--- src/sv/pmt_pkg.sv ---
// Package for the bus page map translator: widths, operation codes,
// configuration register indexes and parameter defaults.
// No dependencies.
`default_nettype none

package pmt_pkg;

    // Fixed field widths of one item.
    localparam int OPCODE_W = 2;
    localparam int BUS_W    = 18;
    localparam int HALF_W   = 16;
    localparam int OFFSET_W = 13;
    localparam int SEL_W    = 5;

    // Operation codes.
    localparam logic [OPCODE_W-1:0] OP_WRITE = 2'd0;
    localparam logic [OPCODE_W-1:0] OP_READ  = 2'd1;
    localparam logic [OPCODE_W-1:0] OP_XLATE = 2'd2;

    // When mapping is enabled, the topmost bus page maps to the I/O page base.
    localparam logic [SEL_W-1:0] TOP_PAGE = 5'd31;

    // Mask applied to the high half on a map read (six bits).
    localparam logic [HALF_W-1:0] HIGH_READ_MASK = 16'h003F;

    // Configuration port.
    localparam int CFG_IDX_W = 2;
    localparam logic [CFG_IDX_W-1:0] CFG_MAP_ENABLE   = 2'd0;
    localparam logic [CFG_IDX_W-1:0] CFG_IO_PAGE_BASE = 2'd1;

    // Parameter defaults and reset values.
    localparam int MAP_ENTRIES_DEF    = 32;
    localparam int PHYS_ADDR_BITS_DEF = 22;
    localparam logic [31:0] IO_PAGE_BASE_RST = 32'd4186112;

endpackage

`default_nettype wire

--- src/sv/pmt_if.sv ---
// Handshake interfaces for the bus page map translator: the request
// channel and the result channel. Depends on pmt_pkg.
`default_nettype none

interface pmt_in_if
    import pmt_pkg::*;
    ();
    logic                valid;
    logic                ready;
    logic [OPCODE_W-1:0] opcode;
    logic [BUS_W-1:0]    bus_address;
    logic [HALF_W-1:0]   write_data;

    modport source (output valid, opcode, bus_address, write_data, input ready);
    modport sink   (input valid, opcode, bus_address, write_data, output ready);
endinterface

interface pmt_out_if
    import pmt_pkg::*;
    #(
    parameter int PHYS_ADDR_BITS = PHYS_ADDR_BITS_DEF
    );
    logic                      valid;
    logic                      ready;
    logic [HALF_W-1:0]         read_data;
    logic [PHYS_ADDR_BITS-1:0] physical_address;

    modport source (output valid, read_data, physical_address, input ready);
    modport sink   (input valid, read_data, physical_address, output ready);
endinterface

`default_nettype wire

--- src/sv/bus_page_map_translator.sv ---
// Top level of the bus page map translator: map register store, request
// stage and result stage. Depends on pmt_pkg and the interfaces in pmt_if.
`default_nettype none

// The translator accepts one item per clock cycle while the result side keeps
// taking items. The first stage captures the request and reads the map store,
// whose read data is registered; the second stage picks the base, adds the
// page offset and loads the result register. A map write updates the store at
// the edge where it is accepted, so an item accepted in the very next cycle
// already sees the new value. The store is kept as two memories, one for the
// 16-bit low half and one for the high half, so that a half write never needs
// the other half. Each half of each entry has a valid bit that reset clears at
// once; an entry half never written reads as zero, so no clearing pass follows
// reset. Configuration writes (map enable and the I/O page base) must only be
// made while the block is idle.
module bus_page_map_translator
    import pmt_pkg::*;
    #(
    parameter int MAP_ENTRIES    = MAP_ENTRIES_DEF,
    parameter int PHYS_ADDR_BITS = PHYS_ADDR_BITS_DEF
    )
    (
    input  wire logic                      clk,
    input  wire logic                      rst_n,
    input  wire logic                      cfg_we,
    input  wire logic [CFG_IDX_W-1:0]      cfg_index,
    input  wire logic [PHYS_ADDR_BITS-1:0] cfg_data,
    pmt_in_if.sink                         in,
    pmt_out_if.source                      out
    );

    localparam int IDX_W = (MAP_ENTRIES > 1) ? $clog2(MAP_ENTRIES) : 1;
    localparam int HI_W  = PHYS_ADDR_BITS - HALF_W;

    // Configuration registers.
    logic                      map_enable_reg;
    logic [PHYS_ADDR_BITS-1:0] io_page_base_reg;

    // Map store: low and high halves, with a valid bit per half and entry.
    logic [HALF_W-1:0]      lo_mem [MAP_ENTRIES];
    logic [HI_W-1:0]        hi_mem [MAP_ENTRIES];
    logic [MAP_ENTRIES-1:0] lo_vld_reg;
    logic [MAP_ENTRIES-1:0] hi_vld_reg;

    // Request stage.
    logic                s1_valid_reg;
    logic                s1_valid_next;
    logic [OPCODE_W-1:0] s1_op_reg;
    logic [BUS_W-1:0]    s1_addr_reg;
    logic                s1_hit_reg;
    logic                s1_top_reg;
    logic [HALF_W-1:0]   s1_lo_reg;
    logic [HI_W-1:0]     s1_hi_reg;
    logic                s1_lo_v_reg;
    logic                s1_hi_v_reg;

    // Result stage.
    logic                      out_valid_reg;
    logic                      out_valid_next;
    logic [HALF_W-1:0]         rd_reg;
    logic [PHYS_ADDR_BITS-1:0] pa_reg;
    logic [HALF_W-1:0]         rd_next;
    logic [PHYS_ADDR_BITS-1:0] pa_next;

    // Handshake and request decode.
    logic             acc;
    logic             out_ld;
    logic             s1_free;
    logic [SEL_W-1:0] sel;
    logic [SEL_W-1:0] page;
    logic             high_half;
    logic             sel_hit;
    logic             page_hit;
    logic             wr_lo;
    logic             wr_hi;
    logic [IDX_W-1:0] widx;
    logic [IDX_W-1:0] ridx;
    logic             rhit;

    // ------------------------------------------------------------------
    // Handshake: the request stage moves on whenever the result register
    // is empty or being emptied in the same cycle.
    // ------------------------------------------------------------------
    assign out_ld   = s1_valid_reg && (!out_valid_reg || out.ready);
    assign s1_free  = !s1_valid_reg || out_ld;
    assign in.ready = s1_free;
    assign acc      = in.valid && s1_free;

    assign s1_valid_next  = acc ? 1'b1 : (out_ld ? 1'b0 : s1_valid_reg);
    assign out_valid_next = out_ld ? 1'b1 : (out.ready ? 1'b0 : out_valid_reg);

    // ------------------------------------------------------------------
    // Request decode. For map operations bits 6..2 select the register and
    // bit 1 the half; for a translate bits 17..13 give the page.
    // ------------------------------------------------------------------
    assign sel       = in.bus_address[6:2];
    assign high_half = in.bus_address[1];
    assign page      = in.bus_address[BUS_W-1:OFFSET_W];
    assign sel_hit   = 32'(sel) < 32'(MAP_ENTRIES);
    assign page_hit  = 32'(page) < 32'(MAP_ENTRIES);

    assign wr_lo = (in.opcode == OP_WRITE) && sel_hit && !high_half;
    assign wr_hi = (in.opcode == OP_WRITE) && sel_hit && high_half;
    assign widx  = IDX_W'(sel);

    // Only one item is accepted per cycle, so a single read address serves
    // both map reads and translates.
    assign ridx = (in.opcode == OP_READ) ? IDX_W'(sel) : IDX_W'(page);
    assign rhit = (in.opcode == OP_READ) ? sel_hit : page_hit;

    // ------------------------------------------------------------------
    // Configuration registers.
    // ------------------------------------------------------------------
    always_ff @(posedge clk or negedge rst_n)
    begin
        if (!rst_n)
        begin
            map_enable_reg   <= 1'b0;
            io_page_base_reg <= PHYS_ADDR_BITS'(IO_PAGE_BASE_RST);
        end
        else if (cfg_we)
        begin
            case (cfg_index)
                CFG_MAP_ENABLE:   map_enable_reg   <= cfg_data[0];
                CFG_IO_PAGE_BASE: io_page_base_reg <= cfg_data;
                default:          ;
            endcase
        end
    end

    // ------------------------------------------------------------------
    // Map store. Bit 0 of the low half is always stored as zero; the high
    // half keeps only the bits that fit the physical address.
    // ------------------------------------------------------------------
    always_ff @(posedge clk)
    begin
        if (acc)
        begin
            if (wr_lo)
            begin
                lo_mem[widx] <= {in.write_data[HALF_W-1:1], 1'b0};
            end
            if (wr_hi)
            begin
                hi_mem[widx] <= in.write_data[HI_W-1:0];
            end
            s1_lo_reg <= lo_mem[ridx];
            s1_hi_reg <= hi_mem[ridx];
        end
    end

    always_ff @(posedge clk or negedge rst_n)
    begin
        if (!rst_n)
        begin
            lo_vld_reg <= '0;
            hi_vld_reg <= '0;
        end
        else if (acc)
        begin
            if (wr_lo)
            begin
                lo_vld_reg[widx] <= 1'b1;
            end
            if (wr_hi)
            begin
                hi_vld_reg[widx] <= 1'b1;
            end
        end
    end

    // ------------------------------------------------------------------
    // Request stage.
    // ------------------------------------------------------------------
    always_ff @(posedge clk or negedge rst_n)
    begin
        if (!rst_n)
        begin
            s1_valid_reg  <= 1'b0;
            out_valid_reg <= 1'b0;
        end
        else
        begin
            s1_valid_reg  <= s1_valid_next;
            out_valid_reg <= out_valid_next;
        end
    end

    always_ff @(posedge clk)
    begin
        if (acc)
        begin
            s1_op_reg   <= in.opcode;
            s1_addr_reg <= in.bus_address;
            s1_hit_reg  <= rhit;
            s1_top_reg  <= (page == TOP_PAGE);
            s1_lo_v_reg <= rhit && lo_vld_reg[ridx];
            s1_hi_v_reg <= rhit && hi_vld_reg[ridx];
        end
    end

    // ------------------------------------------------------------------
    // Result stage: pick the base and add the page offset, or return the
    // requested half of a map register.
    // ------------------------------------------------------------------
    always_comb
    begin
        logic [HALF_W-1:0]         base_lo;
        logic [HI_W-1:0]           base_hi;
        logic [PHYS_ADDR_BITS-1:0] base;

        base_lo = s1_lo_v_reg ? s1_lo_reg : '0;
        base_hi = s1_hi_v_reg ? s1_hi_reg : '0;
        base    = '0;
        rd_next = '0;
        pa_next = '0;

        case (s1_op_reg)
            OP_READ:
            begin
                if (s1_hit_reg)
                begin
                    rd_next = s1_addr_reg[1] ? (HALF_W'(base_hi) & HIGH_READ_MASK) : base_lo;
                end
            end
            OP_XLATE:
            begin
                if (!map_enable_reg)
                begin
                    pa_next = PHYS_ADDR_BITS'(s1_addr_reg);
                end
                else
                begin
                    if (s1_top_reg)
                    begin
                        base = io_page_base_reg;
                    end
                    else if (s1_hit_reg)
                    begin
                        base = {base_hi, base_lo};
                    end
                    pa_next = base + PHYS_ADDR_BITS'(s1_addr_reg[OFFSET_W-1:0]);
                end
            end
            default:
            begin
                rd_next = '0;
                pa_next = '0;
            end
        endcase
    end

    always_ff @(posedge clk)
    begin
        if (out_ld)
        begin
            rd_reg <= rd_next;
            pa_reg <= pa_next;
        end
    end

    assign out.valid            = out_valid_reg;
    assign out.read_data        = rd_reg;
    assign out.physical_address = pa_reg;

    // ------------------------------------------------------------------
    // Assertions.
    // ------------------------------------------------------------------

    // An accepted item always occupies the request stage in the next cycle.
    a_accept_to_stage: assert property (@(posedge clk) disable iff (!rst_n)
        acc |=> s1_valid_reg)
        else $error("accepted item did not reach the request stage");

    // The input side only stalls when both stages are full and the result
    // side is holding off.
    a_stall_cause: assert property (@(posedge clk) disable iff (!rst_n)
        !in.ready |-> (s1_valid_reg && out_valid_reg && !out.ready))
        else $error("input stalled without a full pipeline");

    // A map write produces an all-zero result.
    a_write_zero: assert property (@(posedge clk) disable iff (!rst_n)
        (s1_valid_reg && s1_op_reg == OP_WRITE) |-> (rd_next == '0 && pa_next == '0))
        else $error("map write produced a non-zero result");

    // A result loaded into the output register is shown in the next cycle.
    a_result_shown: assert property (@(posedge clk) disable iff (!rst_n)
        out_ld |=> out.valid)
        else $error("loaded result not presented");

endmodule

`default_nettype wire
--- src/flat_wrapper.sv ---
// flat-port wrapper written by rule: the top's interface ports become plain ports
module bus_page_map_translator_flat import pmt_pkg::*;
#(
    parameter int MAP_ENTRIES    = MAP_ENTRIES_DEF,
    parameter int PHYS_ADDR_BITS = PHYS_ADDR_BITS_DEF
    )
  (clk, rst_n, cfg_we, cfg_index, cfg_data, in_valid, in_opcode, in_bus_address, in_write_data, in_ready, out_valid, out_read_data, out_physical_address, out_ready);
  pmt_in_if in_i ();
  pmt_out_if #(.PHYS_ADDR_BITS(PHYS_ADDR_BITS)) out_i ();
  input  wire logic clk;
  input  wire logic rst_n;
  input  wire logic cfg_we;
  input  wire logic [CFG_IDX_W-1:0] cfg_index;
  input  wire logic [PHYS_ADDR_BITS-1:0] cfg_data;
  input wire logic [$bits(in_i.valid)-1:0] in_valid;
  input wire logic [$bits(in_i.opcode)-1:0] in_opcode;
  input wire logic [$bits(in_i.bus_address)-1:0] in_bus_address;
  input wire logic [$bits(in_i.write_data)-1:0] in_write_data;
  output wire logic [$bits(in_i.ready)-1:0] in_ready;
  output wire logic [$bits(out_i.valid)-1:0] out_valid;
  output wire logic [$bits(out_i.read_data)-1:0] out_read_data;
  output wire logic [$bits(out_i.physical_address)-1:0] out_physical_address;
  input wire logic [$bits(out_i.ready)-1:0] out_ready;
  assign in_i.valid = in_valid;
  assign in_i.opcode = in_opcode;
  assign in_i.bus_address = in_bus_address;
  assign in_i.write_data = in_write_data;
  assign in_ready = in_i.ready;
  assign out_valid = out_i.valid;
  assign out_read_data = out_i.read_data;
  assign out_physical_address = out_i.physical_address;
  assign out_i.ready = out_ready;
  bus_page_map_translator #(.MAP_ENTRIES(MAP_ENTRIES), .PHYS_ADDR_BITS(PHYS_ADDR_BITS)) u_core (.clk(clk), .rst_n(rst_n), .cfg_we(cfg_we), .cfg_index(cfg_index), .cfg_data(cfg_data), .in(in_i), .out(out_i));
endmodule
--- config.mk ---
export PLATFORM = sky130hd
export DESIGN_NAME = bus_page_map_translator_flat
export DESIGN_NICKNAME = d
export VERILOG_FILES = /design/src/sv/pmt_pkg.sv /design/src/sv/pmt_if.sv /design/src/sv/bus_page_map_translator.sv /design/src/flat_wrapper.sv
export SDC_FILE = /design/constraint.sdc
export NUM_CORES = 1
export LEC_CHECK = 0
export ABC_CLOCK_PERIOD_IN_PS = 4360
export BUFFER_PORTS_ARGS = -buffer_cell sky130_fd_sc_hd__buf_2
export CORE_MARGIN = 10
export CORE_UTILIZATION = 62
export CTS_BUF_LIST = sky130_fd_sc_hd__clkbuf_16
export DETAILED_ROUTE_END_ITERATION = 10
export PLACE_DENSITY = 0.85
export RECOVER_POWER = 25
export SYNTH_ARGS = -nofsm -noshare
export SYNTH_HDL_FRONTEND = slang
export SYNTH_SLANG_ARGS = --single-unit
--- constraint.sdc ---
create_clock -name clk -period 4.36 [get_ports clk]
set_input_delay 0.872 -clock clk [delete_from_list [all_inputs] [get_ports clk]]
set_output_delay 0.872 -clock clk [all_outputs]
set_load 0.03 [all_outputs]
## Word-level counts from Yosys, hierarchy flattened

Memories as Yosys holds them, arrays and structs flattened. A register that Yosys moved wholly into a read port is not among the register bits.
Cells that the tools add are included.

- Bits in registers: 166
- Memory bits (writable): 672
- Input port bits: 65
- Output and inout port bits: 40
- Logic and storage cells: 74
- Memories kept: 2

- Add/sub/neg operators: 1
- $lt $le $gt $ge: 3
- Equal/unequal tests: 5
- Mux-type cells: 24
- Bitwise logic cells: 3
- Reductions and logical operators: 20

Memory list:

| name | words | bits a word | rd ports | clocked after Yosys merged registers in | write ports | RTL line | text |
|---|---|---|---|---|---|---|---|
| u_core.lo_mem | 32 | 15 | 1 | 1 | 1 | bus_page_map_translator.sv:40 | `logic [HALF_W-1:0] lo_mem [MAP_ENTRIES];` |
| u_core.hi_mem | 32 | 6 | 1 | 1 | 1 | bus_page_map_translator.sv:41 | `logic [HI_W-1:0] hi_mem [MAP_ENTRIES];` |

Operator list:

| cell | number |
|---|---|
| two-way mux 22 bit | 3 |
| OR 32 bit | 2 |
| adder 22 x 13 -> 22 bit | 1 |
| two-way mux 18 bit | 1 |
| two-way mux 16 bit | 1 |
| two-way mux 1 bit | 13 |
| less-than comparator 5 x 6 -> 1 bit, second input constant | 2 |
| two-way mux 6 bit | 2 |
| binary-select mux 1 bit (select 5 bit) | 2 |
| AND reduction 2 bit | 5 |
| == test 2 x 1 -> 1 bit, second input constant | 3 |
| demux 1 bit (select 5 bit) | 1 |
| == test 5 bit, second input constant | 1 |
| >= comparator 5 x 1 -> 1 bit, second input constant | 1 |
| logical AND 1 bit | 5 |
| two-way mux 5 bit | 1 |
| zero test 2 bit | 2 |
| nonzero test 2 bit | 2 |
| zero test 1 bit | 3 |
| == test 2 bit, second input constant | 1 |
| logical OR 1 bit | 2 |
| OR reduction 2 bit | 1 |
| inverter 1 bit | 1 |

## Depth between registers and ports, before layout

Gate-level depths: netlist (run 1).

- Depth after elaboration: 7
- Gate-level depth with buffers: 13
- Gate-level depth less buffers: 9

## Worst setup path after synthesis (run 1)

No wires, ideal clock.

- Path kind: reg-to-reg
- Start: register u_core.s1_top_reg
- End: register u_core.pa_reg[16], in the netlist u_core.out.physical_address[16], data pin
- Setup time: 0.265 ns
- Arrival: 3.339 ns
- Data required time: 4.095 ns
- Path slack: 0.756 ns
- Stages on the path, launching flop included: 14
- Path buffers: 4
- Clock period less this slack: 3.604 ns
- Cell sequence: edfxtp_1 -> clkbuf_1 -> clkbuf_1 -> clkbuf_1 -> clkbuf_1 -> and2_1 -> ha_1 -> fa_1 -> a211o_1 -> a21o_1 -> a21oi_1 -> o211ai_1 -> nor4b_1 -> or3_1

- Word-level cells in the longest chain between the ends: 5

RTL lines:

| element | RTL line | text |
|---|---|---|
| start: declaration | bus_page_map_translator.sv:51 | `logic s1_top_reg;` |
| start signal: assignment | bus_page_map_translator.sv:196 | `s1_top_reg <= (page == TOP_PAGE);` |
| two-way mux 22 bit | bus_page_map_translator.sv:234 | `if (s1_top_reg)` |
| two-way mux 22 bit | bus_page_map_translator.sv:228 | `if (!map_enable_reg)` |
| two-way mux 22 bit | bus_page_map_translator.sv:218 | `case (s1_op_reg)` |
| adder 22 x 13 -> 22 bit | bus_page_map_translator.sv:242 | `pa_next = base + PHYS_ADDR_BITS'(s1_addr_reg[OFFSET_W-1:0]);` |
| two-way mux 18 bit | bus_page_map_translator.sv:228 |  |
| end signal: assignment | bus_page_map_translator.sv:258 | `pa_reg <= pa_next;` |
| end: declaration | bus_page_map_translator.sv:61 | `logic [PHYS_ADDR_BITS-1:0] pa_reg;` |

Every way passes these cells. The select of a mux whose other input is x is not followed.
A chain may end at the register's enable or synchronous reset.

## Final worst setup path (run 1)

- Start: register u_core.s1_top_reg
- End: register u_core.pa_reg[17], in the netlist u_core.out.physical_address[17], data pin

Same word-level chain as after synthesis.

==> out/qor_table.md, run 1 <==
| Group | Result | Value |
| --- | --- | --- |
| route | Final routed wirelength across all metal layers | 90570 um |
| clocking | Post-cts hold buffer count | 0 |
| status | Outcome | complete, but fails checks |
| power | Internal Dissipation | 13.57 mW |
| cells and area | Register containing the most flip-flops in the final layout | u_core.lo_mem |
| cells and area | Total number of nets in the final design | 2453 |
| clocking | PostCTS Resize Cnt | 0 |
| critical path | Worst path slowest cell | sky130_fd_sc_hd__edfxtp_1 |
| power | IR drop worst, VDD | 339.0 uV |
| clocking | Clock sinks | 843 |
| cells and area | Post-route cell area | 37750 um2 |
| sta | Slew Viols, Final | 187 |
| critical path | Worst setup path startpoint | u_core.s1_top_reg$_DFFE_PP_ |
| route | Starting DRC count in detailed routing | 3793 |
| critical path | Nature of the critical path endpoint | flop |
| power | Switching pwr | 4.110 mW |
| cells and area | Non-filler cells, final | 3137 |
| cells and area | Top Registers | u_core.lo_mem (480), u_core.hi_mem (192) |
| power | Proportion of power drawn by combinational gates | 8.3% |
| min path | Path type of the worst min-delay path | in -> reg |
| power | Leakage | 13.29 nW |
| critical path | Kind of launch point of the worst setup path | flop |
| clocking | Clock tree root buffer cell | sky130_fd_sc_hd__clkbuf_16 |
| placed design | Port buffer count | 104 |
| route | Vias per cell | 6.915 |
| yosys | Area share of the largest cell type after synthesis | 67.54% |
| clocking | Clock latency on the worst-skew pair | 0.66 ns |
| grt | Number of global-route vias before repair | 21350 |
| cells and area | Number of flip-flops in the largest register | 480 |
| flow run | Max-cap viol count | 6 |
| min path | Min-Delay Startpoint | in_bus_address[0] |
| yosys | Number of standard cells after synthesis | 2226 |
| floorplan | Number of top-level design ports | 105 |
| clocking | CTS tree | done |
| clocking | Total setup buffers inserted after CTS | 0 |
| yosys | Yosys synthesis warning count | 0 |
| yosys | Post-synth net total | 2305 |
| critical path | Delay-heaviest family, CP | compound AO/OA/AOI/OAI gates |
| clocking | Total CTS buffers | 80 |
| clocking | Clock Tree Buf Depth | 3 |
| sta | Setup skew after layout | 0.03269 ns |
| placed design | HPWL after detailed placement | 53470 um |
| sta | Total negative setup slack | 0 ns |
| grt | Global router's overall resource usage | 28.44% |
| power | Switching share of power | 23.24% |
| clocking | CTS H-tree lvls | 3 |
| route | Initial DRT Pass Iterations | 6 |
| floorplan | Site Rows | 85 |
| sta | Shortest period the worst path allows | 3.597 ns |
| sta | Actual transition at the worst max-transition pin | 3.320 ns |
| power | Tot Pwr | 17.68 mW |
| yosys | EDFF count, synth | 754 |
| sta | Maximum achievable frequency | 278.0 MHz |
| critical path | Signal arrival time at the worst endpoint | 3.98 ns |
| grt | Overflow after GRT | 0 |
| route | Number of vias in the routed layout | 21690 |
| yosys | Summed instance area of the synthesized netlist | 33520 um2 |
| critical path | Series of cell instances along the critical path | o21ai_0 > ha_1 > o211ai_1 > o21a_1 > a211o_1 > a211oi_2 > a21oi_1 > a311o_1 |
| power | Share of total power in sequential cells | 51.6% |
| placed design | Pre-CTS setup slack | 0.5356 ns |
| critical path | Classification of the worst setup path | reg -> reg |
| sta | Number of hold-slack violations in the final timing report | 0 |
| sta | Share of the clock period used by the worst path after layout | 82.49% |
| sta | Setup repair after global routing missed its margin | false |
| critical path | Combined buffer and inverter count along the critical path | 0 |
| grt | Wire length of the first global-routing pass | 135200 um |
| floorplan | Die Footprint | 63770 um2 |
| sta | Setup violators final | 0 |
| critical path | Worst EP required | 4.74 ns |
| grt | Antenna violations before repair | 4 |
| placed design | Post-detailed-placement cell area | 35120 um2 |
| floorplan | Vertical extent of the die | 252.5 um |
| critical path | Peak per-stage delay on the critical path | 0.83 ns |
| route | Residual DRC | 0 |
| yosys | Ys flop type | sky130_fd_sc_hd__edfxtp_1 |
| floorplan | Core region area | 53710 um2 |
| floorplan | Die span in x | 252.5 um |
| yosys | Post-synth top cells | 754 x sky130_fd_sc_hd__edfxtp_1, 446 x sky130_fd_sc_hd__nand2_1, 159 x sky130_fd_sc_hd__nand3_1 |
| route | Antenna-violating nets left | 0 |
| critical path | Largest fanout on the critical path | 26 |
| sta | Worst hold slack after final layout | 0.4147 ns |
| route | Post-detailed-route wirelength per cell | 28.87 um |
| cells and area | Share of layout cells above drive strength 1 | 18.69% |
| sta | Remaining max-slew budget at the tightest pin | -121.3% |
| yosys | Most instantiated library cell after synthesis | sky130_fd_sc_hd__edfxtp_1 |
| yosys | Total of flip-flops plus latches after synthesis | 843 |
| yosys | Post-synthesis sequential area ratio | 74.22% |
| power | Areal power density over the cells | 468.4 nW/um2 |
| yosys | Proportion of register bits with asynchronous set or reset after synthesis | 10.56% |
| sta | Worst-case setup margin in the final layout | 0.7632 ns |
| status | Violations in the final reports | max-capacitance violations, max-slew violations |
| placed design | Number of placed instances, taps included | 2988 |
| power | Clock network fraction of total power | 40.1% |
| critical path | Origin of the critical flop-to-flop path | u_core.s1_top_reg$_DFFE_PP_ |
| yosys | Dominant cell type by area after synthesis | sky130_fd_sc_hd__edfxtp_1 |
| grt | Maximum number of pins on one net before global-route repair | 84 |
| cells and area | Synthesis-to-finish area growth | 12.62% |
| clocking | Clock transition at path regs | 0.06 ns |
| yosys | Synth cell types | 53 |
| yosys | Biggest area contributors in the synthesized netlist | sky130_fd_sc_hd__edfxtp_1 68%, sky130_fd_sc_hd__dfrtp_1 6.0%, sky130_fd_sc_hd__nand2_1 5.0% |
| placed design | Global placement routability congestion | 0.9651 |
| cells and area | Final core utilization | 70.29% |
| floorplan | Initial Utilization | 62.42% |
| yosys | Post-Synthesis Mean Instance Area | 15.06 um2 |
==> final cells by class <==
| cell class | count | area [um2] |
|---|---|---|
| Antenna cell | 1 | 2.502 |
| Clock buffer | 80 | 2002 |
| Clock inverter | 68 | 660.6 |
| Fill cell | 2994 | 15960 |
| Inverter | 4 | 15.01 |
| Multi-Input combinational cell | 1262 | 8129 |
| Sequential cell | 843 | 24880 |
| Tap cell | 696 | 870.8 |
| Timing Repair Buffer | 183 | 1192 |
==> cells in the final DEF, fill, tap and decap left out, types with 27 or more instances in the layout <==
| cell type | Yosys | final |
|---|---|---|
| sky130_fd_sc_hd__edfxtp_1 | 754 | 754 |
| sky130_fd_sc_hd__nand2_1 | 446 | 446 |
| sky130_fd_sc_hd__nand3_1 | 159 | 159 |
| sky130_fd_sc_hd__nor2_1 | 109 | 109 |
| sky130_fd_sc_hd__clkbuf_16 | 0 | 80 |
| sky130_fd_sc_hd__dfrtp_1 | 80 | 80 |
| sky130_fd_sc_hd__buf_2 | 40 | 77 |
| sky130_fd_sc_hd__nand4_1 | 76 | 76 |
| sky130_fd_sc_hd__mux4_2 | 71 | 71 |
| sky130_fd_sc_hd__buf_4 | 1 | 70 |
| sky130_fd_sc_hd__or2_2 | 64 | 64 |
| sky130_fd_sc_hd__a31oi_1 | 58 | 58 |
| sky130_fd_sc_hd__a22oi_1 | 40 | 40 |
| sky130_fd_sc_hd__o21ai_0 | 32 | 32 |
| sky130_fd_sc_hd__mux2i_1 | 28 | 27 |
| sky130_fd_sc_hd__clkbuf_1 | 58 | 27 |
==> routing by layer <==
metal  vias to the layer above  global-route usage, %  routed length [um]
li1                       8749                      -                   -
met5                         -                 0.4754                  15
met1                     10530                  36.03               30430
met3                       385                  7.207               11920
met4                         2                  14.64                4725
met2                      2028                  45.13               43470
==> worst paths after layout <==
kind,cells past startpoint,slack [ns],to
max,8,0.76,u_core.out.physical_address[17]$_SDFFCE_PP0P_
min,1,0.41,u_core.s1_addr_reg[0]$_DFFE_PP_
max reg2reg,8,0.76,u_core.out.physical_address[17]$_SDFFCE_PP0P_
min reg2reg,1,0.46,u_core.lo_vld_reg[19]$_DFFE_PN0P_
max in group asynchronous,2,1.12,u_core.lo_vld_reg[29]$_DFFE_PN0P_
min in group asynchronous,1,1.33,u_core.io_page_base_reg[8]$_DFFE_PN0P_
==> power by group through the flow <==
stage          combinational [mW]  sequential (mW)  clock (mW)
6_report                     1.47             9.13        7.09
5_1_grt                      1.55             9.13        7.39
4_1_cts                      1.44             9.11        7.10
3_5_place_dp                 1.40             9.28           0
3_3_place_gp                 1.34             9.27           0
2_1_floorplan               0.843             9.28           0
==> cell families after synthesis <==
kind of cell	synth area share [%]
XOR/XNOR	0.1829
flip-flops	74.22
buffers and inverters	1.694
multiplexers	7.170
adder cells (fa/ha/maj)	0.5449
AND/OR/NAND/NOR	12.20
AO/OA/AOI/OAI	3.986
(Power assumes the default switching activity.)
==> inputs of run 2 (changes only) <==
Settings changed: ABC_CLOCK_PERIOD_IN_PS 4360 to 3400.
Clock period 4.36 ns to 3.4 ns, I/O delays scaled along.
==> run 2 against run 1 <==
- the flow still finishes with violations (max-capacitance violations, max-slew violations)
- count of clock-buffer cells in the layout increased by 3
- die area unchanged
- sequential share of layout area decreased by 0.29 points
- flip-flop and latch count unchanged
- clock power increased by 29%
- power increased by 28%
- clock skew about the same
- via count decreased by 3.0%
- fmax increased by 14%
- combinational power increased by 27%
- sequential power increased by 28%
- critical path type unchanged
- largest cell class unchanged
- largest power group unchanged
==> out/qor_table.md, run 2 (synthesis results as in run 1) <==
| Group | Result | Value | Change |
| --- | --- | --- | --- |
| status | Outcome | complete, but fails checks | unchanged |
| sta | Worst-case setup margin in the final layout | 0.2349 ns | was 0.7632 ns |
| sta | Remaining max-slew budget at the tightest pin | -49.23% | was -121.3% |
| sta | Total negative setup slack | 0 ns | unchanged |
| critical path | Classification of the worst setup path | reg -> reg | unchanged |
| clocking | Post-cts hold buffer count | 0 | unchanged |
| grt | Antenna violations before repair | 4 | unchanged |
| power | Tot Pwr | 22.71 mW | was 17.68 mW |
| critical path | Signal arrival time at the worst endpoint | 3.55 ns | was 3.98 ns |
| clocking | CTS H-tree lvls | 3 | unchanged |
| critical path | Kind of launch point of the worst setup path | flop | unchanged |
| clocking | Total CTS buffers | 80 | unchanged |
| route | Residual DRC | 0 | unchanged |
| placed design | Number of placed instances, taps included | 3004 | was 2988 |
| floorplan | Site Rows | 85 | unchanged |
| cells and area | Total area of sequential cells | 24880 um2 | unchanged |
| cells and area | Top Registers | u_core.lo_mem (480), u_core.hi_mem (192) | unchanged |
| cells and area | Non-filler cells, final | 3156 | was 3137 |
| grt | Global router's overall resource usage | 27.53% | was 28.44% |
| sta | Number of hold-slack violations in the final timing report | 0 | unchanged |
| clocking | Clock Tree Buf Depth | 3 | unchanged |
| clocking | Clock tree root buffer cell | sky130_fd_sc_hd__clkbuf_16 | unchanged |
| placed design | Global placement routability congestion | 0.8993 | was 0.9651 |
| route | Post-detailed-route wirelength per cell | 27.61 um | was 28.87 um |
| clocking | Total setup buffers inserted after CTS | 0 | unchanged |
| placed design | HPWL after detailed placement | 52380 um | was 53470 um |
| placed design | Port buffer count | 104 | unchanged |
| clocking | Clock sinks | 843 | unchanged |
| min path | Count of cells along the worst hold path | 1 | unchanged |
| placed design | Pre-CTS setup slack | 0.1474 ns | was 0.5356 ns |
| cells and area | Area of the multi-input gates | 8140 um2 | was 8129 um2 |
| route | Number of vias in the routed layout | 21050 | was 21690 |
| clocking | CTS tree | done | unchanged |
| cells and area | Highest-count cells in the layout ignoring fill and taps | 754 x sky130_fd_sc_hd__edfxtp_1, 446 x sky130_fd_sc_hd__nand2_1, 159 x sky130_fd_sc_hd__nand3_1 | unchanged |
| clocking | Clock latency on the worst-skew pair | 0.65 ns | was 0.66 ns |
| route | Vias per cell | 6.671 | was 6.915 |
| grt | Number of global-route vias before repair | 20690 | was 21350 |
| floorplan | Vertical extent of the die | 252.5 um | unchanged |
| grt | Maximum number of pins on one net before global-route repair | 81 | was 84 |
| min path | Path type of the worst min-delay path | in -> reg | unchanged |
| clocking | PostCTS Resize Cnt | 0 | unchanged |
| sta | Maximum achievable frequency | 315.9 MHz | was 278.0 MHz |
| route | Antenna-violating nets left | 0 | unchanged |
| route | Starting DRC count in detailed routing | 3429 | was 3793 |
| critical path | Nature of the critical path endpoint | flop | unchanged |
| route | Initial DRT Pass Iterations | 6 | unchanged |
| status | Violations in the final reports | max-capacitance violations, max-slew violations | unchanged |
| sta | Slew Viols, Final | 217 | was 187 |
| clocking | Clock transition at path regs | 0.06 ns | about the same |
| critical path | Largest fanout on the critical path | 15 | was 26 |
| sta | Share of the clock period used by the worst path after layout | 93.09% | was 82.49% |
| flow run | Max-cap viol count | 5 | was 6 |
| floorplan | Number of top-level design ports | 105 | unchanged |
| floorplan | Core region area | 53710 um2 | unchanged |
| sta | Actual transition at the worst max-transition pin | 2.238 ns | was 3.320 ns |
| sta | Shortest period the worst path allows | 3.165 ns | was 3.597 ns |
| critical path | R2R depth | 9 | was 8 |
| cells and area | Filler cells | 3092 | was 2994 |
| cells and area | Register containing the most flip-flops in the final layout | u_core.lo_mem | unchanged |
| power | Areal power density over the cells | 598.8 nW/um2 | was 468.4 nW/um2 |
| cells and area | Total number of nets in the final design | 2469 | was 2453 |
| grt | Overflow after GRT | 0 | unchanged |
| sta | Setup repair after global routing missed its margin | false | unchanged |
| sta | Worst hold slack after final layout | 0.2312 ns | was 0.4147 ns |
| grt | Wire length of the first global-routing pass | 131200 um | was 135200 um |
| power | IR drop worst, VDD | 438.5 uV | was 339.0 uV |
| critical path | Worst EP required | 3.79 ns | was 4.74 ns |
| cells and area | Number of flip-flops in the largest register | 480 | unchanged |
| route | Final routed wirelength across all metal layers | 87150 um | was 90570 um |
| cells and area | Synthesis-to-finish area growth | 13.12% | was 12.62% |
| cells and area | Share of layout cells above drive strength 1 | 19.54% | was 18.69% |
| power | Leakage | 13.39 nW | was 13.29 nW |
| sta | Setup skew after layout | 0.03260 ns | was 0.03269 ns |
| cells and area | Most common cell after layout, fill and taps aside | sky130_fd_sc_hd__edfxtp_1 | unchanged |
| floorplan | Die span in x | 252.5 um | unchanged |
| floorplan | Die Footprint | 63770 um2 | unchanged |
| sta | Setup violators final | 0 | unchanged |
| floorplan | Initial Utilization | 62.42% | unchanged |
[run 2: cell types whose count changed in the layout (fill, tap and decap cells not counted), sizes merged]
cell / delta
bufinv: -2
diode: +3
inv: -1
clkbuf: +4
clkinvlp: +1
buf: +15
clkinv: -1
[run 2: critical path, stage by stage, from the launching register on]
cell,delay (ns)
sky130_fd_sc_hd__edfxtp_1,0.70
sky130_fd_sc_hd__nand2_1,0.16
sky130_fd_sc_hd__o21ai_0,0.22
sky130_fd_sc_hd__ha_1,0.33
sky130_fd_sc_hd__a21o_1,0.22
sky130_fd_sc_hd__a31o_2,0.26
sky130_fd_sc_hd__a31oi_1,0.39
sky130_fd_sc_hd__a211oi_2,0.17
sky130_fd_sc_hd__and3_1,0.19
sky130_fd_sc_hd__a311o_1,0.27
[run 2: where the power goes]
group	leakage (nW)	switching [mW]	internal, mW
Sequential	8.00	0.176	11.5
Combinational	4.02	1.22	0.641
Clock	1.37	3.89	5.23
[run 2: area by class of cell]
cell class | instances | share of cell area, %
Inverter | 4 | 0.03959
Timing Repair Buffer | 199 | 3.455
Multi-Input combinational cell | 1262 | 21.47
Sequential cell | 843 | 65.61
Antenna cell | 4 | 0.02640
Clock inverter | 65 | 1.627
Clock buffer | 83 | 5.477
Tap cell | 696 | 2.296
[run 2: per-layer routing]
| layer | global-route usage (%) | vias to the layer above | share of wire, % |
|---|---|---|---|
| met1 | 36.52 | 10380 | 36 |
| met4 | 11.34 | 0 | 3.9 |
| met5 | 0 | - | 0 |
| li1 | - | 8759 | - |
| met2 | 43.44 | 1651 | 48 |
| met3 | 6.621 | 262 | 13 |
[run 2: path summary, 6_finish.rpt]
path                                                   startpoint                                       endpoint  slack (ns)
worst max-delay path                 u_core.s1_lo_v_reg$_DFFE_PP_  u_core.out.physical_address[17]$_SDFFCE_PP0P_        0.23
worst min-delay path                           in_bus_address[11]               u_core.s1_addr_reg[11]$_DFFE_PP_        0.23
worst max register to register       u_core.s1_lo_v_reg$_DFFE_PP_  u_core.out.physical_address[17]$_SDFFCE_PP0P_        0.23
worst min register to register  u_core.hi_vld_reg[14]$_DFFE_PN0P_              u_core.hi_vld_reg[14]$_DFFE_PN0P_        0.47
max in group asynchronous                                   rst_n              u_core.hi_vld_reg[11]$_DFFE_PN0P_        1.36
min in group asynchronous                                   rst_n         u_core.io_page_base_reg[1]$_DFFE_PN0P_        0.69
[run 2: through the flow]
stage          area (um2)  utilization, %
2_1_floorplan       33560               -
3_3_place_gp        35260           65.64
3_5_place_dp        35260           65.64
4_1_cts             37950           70.66
5_1_grt             37910           70.59
6_report            37920           70.60
